## config.mk

```make
export PLATFORM = sky130hd
export DESIGN_NAME = wbc_cell
export DESIGN_NICKNAME = d
export VERILOG_FILES = /design/src/hdl/wbc_pkg.sv /design/src/hdl/wbc_cell.sv
export SDC_FILE = /design/constraint.sdc
export NUM_CORES = 1
export LEC_CHECK = 0
export BUFFER_PORTS_ARGS = -buffer_cell sky130_fd_sc_hd__buf_2
export CAP_MARGIN = 20
export CORE_UTILIZATION = 45
export CTS_CLUSTER_DIAMETER = 100
export DETAILED_ROUTE_END_ITERATION = 6
export GPL_ROUTABILITY_DRIVEN = 1
export HOLD_SLACK_MARGIN = 0.02
export PLACE_DENSITY = 0.7
export SLEW_MARGIN = 15
export SYNTH_ARGS = -nofsm -noshare
export SYNTH_HDL_FRONTEND = slang
export SYNTH_SLANG_ARGS = --single-unit
```

## constraint.sdc

```tcl
create_clock -name clock -period 2.4 [get_ports clock]
set_input_delay 0.12 -clock clock [delete_from_list [all_inputs] [get_ports clock]]
set_output_delay 0.12 -clock clock [all_outputs]
set_load 0.02 [all_outputs]
```

## src/hdl/wbc_pkg.sv

```systemverilog
// wbc_pkg: shared types and defaults for the word break checker
// used by wbc_cell and word_break_checker; depends on nothing

package wbc_pkg;

   // default sizes of the dictionary
   localparam int DEF_MAX_WORDS    = 16;
   localparam int DEF_MAX_WORD_LEN = 16;

   localparam int CHAR_W = 8;

   // request operation codes; code 3 is ignored
   typedef enum logic [1:0] {
      OP_DICT  = 2'd0,
      OP_TEXT  = 2'd1,
      OP_CLEAR = 2'd2
   } op_type;

   // control sent from the top level to every word cell
   typedef struct packed {
      logic              load;       // shift a dictionary character in
      logic              commit;     // word closes, take its length
      logic              clear;      // dictionary clear
      logic [CHAR_W-1:0] char_value;
   } cell_ctrl_type;

endpackage

```

## src/hdl/wbc_cell.sv

```systemverilog
// wbc_cell: one dictionary word slot; stores the word reversed, compares it
// against the text window and ORs its match into the hit chain; uses wbc_pkg

module wbc_cell
   import wbc_pkg::*;
#(
   parameter int MAX_WORD_LEN = DEF_MAX_WORD_LEN,
   localparam int LEN_W = $clog2(MAX_WORD_LEN + 1)
) (
   input  logic                                    clock,
   input  logic                                    reset,
   input  cell_ctrl_type                           ctrl,
   input  logic [LEN_W-1:0]                        commit_len,
   input  logic [MAX_WORD_LEN-1:0][CHAR_W-1:0]     window,
   input  logic [MAX_WORD_LEN:0]                   history,
   input  logic                                    hit_in,
   output logic                                    hit_out
);

   // word characters, newest at index 0, so index i lines up with window[i]
   logic [MAX_WORD_LEN-1:0][CHAR_W-1:0] chars_ff;
   logic [MAX_WORD_LEN-1:0][CHAR_W-1:0] chars_in;
   logic [LEN_W-1:0]                    len_ff;
   logic [LEN_W-1:0]                    len_in;
   logic [LEN_W-1:0]                    len_m1;
   logic [MAX_WORD_LEN-1:0]             pos_ok;
   logic                                match;

   // character shift line, loaded while this slot is being filled
   always_comb begin
      chars_in = chars_ff;
      if (ctrl.load) begin
         chars_in[0] = ctrl.char_value;
         for (int i = 1; i < MAX_WORD_LEN; i++) begin
            chars_in[i] = chars_ff[i-1];
         end
      end
   end

   always_ff @(posedge clock) begin
      chars_ff <= chars_in;
   end

   // committed length, zero means empty slot
   always_comb begin
      len_in = len_ff;
      if (ctrl.clear) begin
         len_in = '0;
      end else if (ctrl.commit) begin
         len_in = commit_len;
      end
   end

   always_ff @(posedge clock) begin
      if (reset) begin
         len_ff <= '0;
      end else begin
         len_ff <= len_in;
      end
   end

   // per position compare, positions past the word length always pass
   always_comb begin
      for (int i = 0; i < MAX_WORD_LEN; i++) begin
         pos_ok[i] = (window[i] == chars_ff[i]) || (LEN_W'(i) >= len_ff);
      end
   end

   // word matches the suffix and the position before it was breakable
   assign len_m1  = len_ff - LEN_W'(1);
   assign match   = (len_ff != '0) && (&pos_ok) && history[len_m1];
   assign hit_out = hit_in | match;

endmodule

```

; After elaboration in Yosys (flattened, before gate mapping)
; Cells that the tools add are included.
[word_totals]
regBits = 133
latchBits = 0
ram_bits = 0
romBits = 0
input_bits = 164
elab_cells = 75
mem_count = 0
[op_classes]
addsub = 1
mul = 0
div = 0
order_cmp = 17
eq_ne = 16
shift = 0
muxes = 2
n_bitwise = 1
n_reduce_logical = 21
[op_table]
columns = operator, n
row1 = $eq 8x8->1, 16
row2 = $ge 4x5->1 const A, 8
row3 = $ge 3x5->1 const A, 4
row4 = $logic_or 1x1->1, 16
row5 = $reduce_and 16->1, 1
row6 = $ge 1x5->1 const A, 2
row7 = $ge 2x5->1 const A, 2
row8 = $lt 5x6->1 const B, 1
row9 = $bmux 1 s5, 1
row10 = $reduce_bool 5->1, 1
row11 = $sub 5x1->5 const B, 1
row12 = $logic_and 1x1->1, 2
row13 = $reduce_or 2->1, 1
row14 = $mux 1, 1
row15 = $or 1x1->1, 1

; Depth between registers and ports, before layout
; Gate-level depths: netlist of run 1.
[depth]
word_depth = 6
mapped_depth = 9

; Worst setup path after synthesis of run 1
; No wires, ideal clock.
[synth_timing]
path_type = flip-flop to output port
from = register len_ff[0]
to = output hit_out
arrival_time_ps = 2395
required_time_ps = 2280
path_slack_ps = -115
stages_incl_launch_ff = 9
path_buffers = 1
cell_sequence = dfxtp_1 -> buf_6 -> inv_2 -> ha_1 -> nand4_1 -> a21oi_1 -> a41oi_1 -> or4_1 -> o41ai_2
[synth_between]
elab_chain_len = 6
[synth_lines]
columns = item, line_no
row1 = "start, declared", wbc_cell.sv:23  ; logic [LEN_W-1:0] len_ff;
row2 = "start signal, assigned", wbc_cell.sv:58  ; len_ff <= len_in;
row3 = "parallel branches: the longest is 4 deep, another holds $sub 5x1->5", --
row4 = $logic_and 1x1->1 (*), wbc_cell.sv:71  ; assign match = (len_ff != '0) && (&pos_ok) && history[len_m1];
row5 = $or 1x1->1 (*), wbc_cell.sv:72  ; assign hit_out = hit_in | match;
row6 = "end, declared", wbc_cell.sv:17  ; output logic hit_out
; Every way passes the cells marked *. The select of a mux whose other input is x is not followed.

; Worst setup path after layout of run 1
[layout_timing]
from = register chars_ff[56] in the netlist's numbering
to = output hit_out
[layout_between]
elab_chain_len = 6
[layout_lines]
columns = item, line_no
row1 = "start, declared", wbc_cell.sv:21  ; logic [MAX_WORD_LEN-1:0][CHAR_W-1:0] chars_ff;
row2 = "start signal, assigned", wbc_cell.sv:41  ; chars_ff <= chars_in;
row3 = $eq 8x8->1, wbc_cell.sv:65  ; pos_ok[i] = (window[i] == chars_ff[i]) || (LEN_W'(i) >= len_ff);
row4 = $logic_or 1x1->1, wbc_cell.sv:65
row5 = $reduce_and 16->1, wbc_cell.sv:71
row6 = $logic_and 1x1->1 (2 in a row), wbc_cell.sv:71
row7 = $or 1x1->1, wbc_cell.sv:72
; No other way between the ends.

==> run_results.csv, run 1 <==
group,metric,value,unit
placement,gp_congestion,0.843,
critical_path,worstPathCellList,"xnor2_1 -> nand4_1 -> nor3_2 -> a41oi_1 -> or4_4 -> o41ai_4 -> buf_4",
critical_path,worstPathRequired,2.28,ns
floorplanning,dieArea,0.0138,sq mm
power_and_ir_drop,power.density,744,mW/mm^2
synth,yosysTopAreaCell,"edfxtp_1",
synth,synthMuxAreaShare,0.0297,
sta,period_share,1.16,
clock_tree,clock_latency,0.41,ns
synth,synth_top_cells_by_count,"edfxtp_1, xnor2_1, xor2_1",
detailed_routing,ant_nets,0,
grt,grt_max_degree,41,
synth,synth_compound_area_frac,0.0343,
clock_tree,cts-root-buf,"clkbuf_16",
power_and_ir_drop,ir_worst_vdd,0.519,mV
sta,clock-skew-final,0.00665,ns
sta,postLayoutSetupSlackWorst,-0.382,ns
grt,grt_usage,0.210,
synth,synth_area_leaders,"edfxtp_1, xnor2_1, xor2_1, nand4_1, dfxtp_1",
floorplanning,rows,41,
layout,area_delta_synth_final,33.4,%
clock_tree,cts_tree,"yes",
clock_tree,clk_path_buf_depth,2,
clock_tree,htree_levels,4,
synth,synth-xor-area-share,0.187,
critical_path,worst-path-buf-inv,1,
detailed_routing,first_iter_violations,234,
critical_path,worstSetupPathType,"reg -> out",
layout,multi_input_area,0.00207,sq mm
flow_run,maxCapViolations,0,
floorplanning,start_util,0.468,
layout,seq_area,0.00395,sq mm
min_path,hp-class,"in -> reg",
clock_tree,cts_num_sinks,133,
detailed_routing,via_per_inst,5.01,
critical_path,cp-start-kind,"flip-flop",
synth,mappedNetlistNets,553,
synth,ys_types,43,
clock_tree,path_clk_slew,0.06,ns
grt,grt_pass1_wl,20400,um
critical_path,path_delay_family,"simple AND/OR/NAND/NOR gates",
placement,io_buffers,164,
sta,worst_pin_slew,0.534,ns
synth,synth_area_per_cell,15.5,sq um
power_and_ir_drop,power.leakage,3.04,nW
clock_tree,cts_buffers,17,
synth,yosysTopAreaCellShare,0.643,
placement,dpl.hpwl,10200,um
floorplanning,die_h,117,um
detailed_routing,num_vias,3932,
layout,final_area,0.00798,sq mm
sta,slew_viol_final,0,
placement,postPlaceCellArea,0.00718,sq mm
detailed_routing,wirelength,13400,um
grt,grt_pass1_vias,4160,
synth,ys_ff_latch,133,
synth,synth_top_family_by_area,"XOR/XNOR gates",
synth,synth_area,0.00598,sq mm
detailed_routing,routedWlPerCell,17.1,um
layout,final_util,0.625,
sta,hold_viol_final,0,
grt,grt_overflow,0,
critical_path,critPathMaxFanout,2,
synth,yosysWarnings,0,
floorplanning,io_pins,165,
outcome,violations,"negative setup slack",
critical_path,cp_slowest_cell,"or4_4",
floorplanning,die_width,117,um
layout,fill_cells,979,
synth,ys_seq_area_frac,0.659,
synth,synth_most_common_cell,"edfxtp_1",
detailed_routing,drc,0,
synth,syn_inst,385,
sta,setup_viol,1,
floorplanning,coreArea,0.0128,sq mm
synth,synthFlopType,"edfxtp_1",
synth,synthAdderAreaFrac,0.00837,
sta,max-slew-margin-rel,0.644,
synth,synth_simple_gate_area_share,0.0715,
outcome,outcome,"finished with violations",
grt,antenna_found_initial,5,
critical_path,max_stage_delay,0.56,ns
critical_path,end_kind,"output port",
detailed_routing,first_pass_iters,5,
synth,synth_edf_count,128,
synth,async_flop_share,0,
critical_path,crit_arrival,2.66,ns
layout,final_nets,766,
sta,post-route-min-period,2.78,ns
sta,fmax,359,MHz
sta,rsz0062_at_grt,"yes",
sta,setup_tns,-0.382,ns
layout,final_layout_size_suffix_gt1_frac,0.388,
[cell usage in the layout (no fill, tap or decap), drive strengths merged, types with 6 or more instances in the layout]
cell type,n
o21ai,6
edfxtp,128
nor4,14
clkbuf,17
xor2,48
dlygate4sd3,13
nor3,9
xnor2,80
buf,185
inv,6
nand4,22
mux2i,8
nor2,7
a21oi,6
nand2,8
clkinv,9
[worst register-to-register path, cell delays in order (launching register included)]
cell	delay, ns
dfxtp_1	0.54
mux2i_1	0.13
nor3_1	0.16
dlygate4sd3_1	0.57
[power breakdown]
part	leakage, nW	internal, mW	switching, mW
combinational	1.46	0.312	0.260
clock	0.285	1.62	0.951
sequential	1.29	2.70	0.0896
total	3.04	4.63	1.30
[metrics by stage]
stage               setup WS (ns)  std cells  hold slack [ns]  power (mW)
floorplan                 0.00110        385            0.197        3.08
global placement          -0.0358        737            0.298        3.37
detailed placement        -0.0302        737            0.298        3.39
CTS                        -0.422        782           0.0381        5.98
global route               -0.491        785           0.0845        6.14
finish                     -0.382        785           0.0539        5.93
[path summary, 6_finish.rpt]
check,from,slack [ns],cells past startpoint,endpoint
setup / recovery,chars_ff[56],-0.38,7,hit_out
hold / removal,commit_len[0],0.05,3,len_ff[0]
setup reg to reg,len_ff[2],0.93,3,len_ff[2]
hold reg to reg,chars_ff[110],0.46,0,chars_ff[118]
[what timing repair did]
action | CTS | global route
endpoints found under the setup margin | 1 | 1
resized for setup | 6 | 6
buffers inserted | 0 | 1
hold endpoints to repair | 13 | 0
pin swaps | 7 | 5
hold buffers | 13 | 0
[layer usage]
metal,track usage,routed length (um),vias to the layer above
li1,-,-,1888
met1,0.224,4880,1847
met4,0.0928,298,2
met2,0.371,7000,174
met5,0,8,-
met3,0.0788,1210,21
[cells by family (layout without fill, tap and decap cells)]
group           after synthesis  after routing
compound gates               30             30
xor+xnor                    128            128
fa+ha+maj                     4              4
buf+inv                       9            235
flops                       133            133
mux                          12             12
other cells                   0              2
simple gates                 69             69
[cell type report]
| cell class | count | share of cell area |
|---|---|---|
| inverter | 5 | 0.00267 |
| antenna | 2 | 0.000627 |
| multi-input combinational | 243 | 0.259 |
| timing repair buffer | 198 | 0.143 |
| sequential | 133 | 0.494 |
| clock inverter | 15 | 0.0204 |
| clock buffer | 17 | 0.0533 |
| tap | 172 | 0.0270 |
[flip-flops by register name (all words and copies together) (netlist names)]
signal,flops
chars_ff,128
len_ff,5
No activity file was read; power rests on OpenSTA's default activity.
==> inputs of run 2 (changes only) <==
Settings changed: CORE_UTILIZATION 45 to 30, CTS_BUF_LIST from default to sky130_fd_sc_hd__clkbuf_2 sky130_fd_sc_hd__clkbuf_4 sky130_fd_sc_hd__clkbuf_8, PLACE_DENSITY 0.7 to default, TNS_END_PERCENT from default to 1.
==> run_results.csv, run 2 (synthesis gave the netlist of run 1 again) <==
group,metric,value,unit
floorplanning,start_util,0.306,
detailed_routing,met1Wirelength,5350,um
detailed_routing,first_pass_iters,6,
clock_tree,clk_path_buf_depth,2,
floorplanning,die_h,143,um
power_and_ir_drop,seqPwrFrac,0.523,
clock_tree,cts-root-buf,"clkbuf_8",
floorplanning,die_width,143,um
layout,multi_input_area,0.00206,sq mm
critical_path,crit_arrival,2.71,ns
power_and_ir_drop,netSwitchingPower,1.28,mW
clock_tree,cts_tree,"yes",
detailed_routing,wirelength,14300,um
sta,rsz0062_at_grt,"yes",
placement,dpl.hpwl,11200,um
clock_tree,clock_latency,0.45,ns
sta,worst_pin_slew,0.515,ns
layout,area_delta_synth_final,34.2,%
layout,finalNonFillerCells,894,
detailed_routing,routedWlPerCell,16.0,um
critical_path,critPathMaxFanout,2,
layout,fill_cells,1890,
floorplanning,io_pins,165,
critical_path,regToRegStartpoint,"len_ff[2]",
grt,antenna_found_initial,5,
outcome,outcome,"finished with violations",
clock_tree,path_clk_slew,0.08,ns
placement,dp_cells,840,
sta,fmax,353,MHz
floorplanning,dieArea,0.0205,sq mm
sta,setup_tns,-0.434,ns
layout,seq_area,0.00395,sq mm
flow_run,maxCapViolations,0,
detailed_routing,via_per_inst,4.38,
critical_path,worstPathRequired,2.28,ns
sta,max-slew-margin-rel,0.657,
grt,grt_max_degree,47,
grt,grt_overflow,0,
power_and_ir_drop,ir_worst_vdd,0.459,mV
outcome,violations,"negative setup slack",
critical_path,regToRegSetupSlack,0.96,ns
detailed_routing,met3_length,1550,um
floorplanning,rows,51,
critical_path,reg2reg_to,"len_ff[2]",
layout,layout_commonest_cell,"buf_2",
sta,slew_viol_final,0,
sta,postLayoutSetupSlackWorst,-0.434,ns
grt,grt_pass1_wl,21000,um
detailed_routing,wl_met2,7130,um
min_path,hp-class,"in -> reg",
critical_path,end_kind,"output port",
detailed_routing,drc,0,
layout,reg_top3,"chars_ff (128), len_ff (5)",
critical_path,worstSetupPathType,"reg -> out",
detailed_routing,ant_nets,0,
min_path,worstHoldPathCells,3,
sta,clock-skew-final,0.0123,ns
detailed_routing,first_iter_violations,238,
power_and_ir_drop,pwr-share-clk,0.368,
detailed_routing,num_vias,3917,
layout,top_register,"chars_ff",
critical_path,startpoint,"chars_ff[51]",
layout,final_layout_size_suffix_gt1_frac,0.405,
detailed_routing,top_layer_used,"met5",
clock_tree,cts_buffers,17,
critical_path,endpoint,"hit_out",
power_and_ir_drop,power_frac_comb,0.109,
placement,gp_congestion,0.794,
power_and_ir_drop,power.leakage,3.02,nW
critical_path,ff2ff_path_depth,4,
power_and_ir_drop,intPower,4.06,mW
clock_tree,htree_levels,4,
grt,grt_pass1_vias,4185,
placement,io_buffers,164,
layout,largest_reg_flops,128,
layout,final_nets,779,
sta,period_share,1.18,
grt,grt_usage,0.143,
layout,layout_common_cells,"buf_2, edfxtp_1, xnor2_1",
power_and_ir_drop,switching_share,0.239,
floorplanning,coreArea,0.0195,sq mm
sta,hold_viol_final,0,
critical_path,cp-start-kind,"flip-flop",
clock_tree,cts_num_sinks,133,
sta,setup_viol,1,
power_and_ir_drop,power.density,664,mW/mm^2
sta,post-route-min-period,2.83,ns
-- run 2: changes by cell type in the layout (fill, tap and decap cells not counted), sizes merged --
cell         before  now
diode             2    5
dlygate4sd3      13   15
clkinv            9    8
clkinvlp          2    1
buf             185  196
inv               6    8
-- run 2: final cells by class --
class,instances,area share
sequential,133,0.492
clock inverter,15,0.0223
inverter,5,0.00234
clock buffer,17,0.0292
timing repair buffer,211,0.155
multi-input combinational,243,0.257
antenna,5,0.00156
tap,265,0.0413
-- run 2: routing by layer --
metal,vias up,global-route usage
met5,-,0
li1,1917,-
met1,1822,0.149
met2,154,0.249
met4,4,0.0459
met3,20,0.0724
-- run 2: how the worst min path moves through the flow --
stage                             end    start  slack, ns
after floorplan             len_ff[0]    reset       0.20
after global placement    chars_ff[0]  ctrl[0]       0.30
after detailed placement  chars_ff[2]  ctrl[2]       0.30
after CTS                   len_ff[3]  ctrl[9]       0.06
after global routing        len_ff[3]  ctrl[9]       0.09
final                       len_ff[3]  ctrl[9]       0.09
-- run 2: critical path, cell delays in order (launching register included) --
cell and delay, ns:
edfxtp_1 0.41, xor2_1 0.19, nor4_1 0.31, buf_4 0.17, nand4_1 0.11, a222oi_1 0.28
nand4bb_1 0.20, o41ai_4 0.40, buf_4 0.20
-- run 2: power groups by stage --
stage	clock (mW)	combinational [mW]	sequential, mW
2_1_floorplan	0	0.271	2.81
3_3_place_gp	0	0.553	2.83
3_5_place_dp	0	0.560	2.84
4_1_cts	2.01	0.588	2.79
5_1_grt	2.11	0.641	2.80
6_report	1.96	0.584	2.79
-- run 2: stage by stage --
| step | util | instance area (sq um) | power (mW) | worst slack, ns | hold WS (ns) |
|---|---|---|---|---|---|
| after detailed placement | 0.378 | 7380 | 3.40 | -0.237 | 0.300 |
| after floorplan | - | 6010 | 3.08 | 0.00110 | 0.197 |
| after CTS | 0.409 | 7990 | 5.39 | -0.535 | 0.0583 |
| after global routing | 0.411 | 8020 | 5.55 | -0.634 | 0.0905 |
| after global placement | 0.378 | 7380 | 3.39 | -0.265 | 0.299 |
| final | 0.411 | 8030 | 5.33 | -0.434 | 0.0931 |
-- run 2: repair_timing --
action,CTS,global route
gates resized for setup,8,4
setup endpoints to repair,1,1
endpoints found under the hold margin,13,0
hold buffers,15,0
setup buffers,2,0
pin swaps,6,3
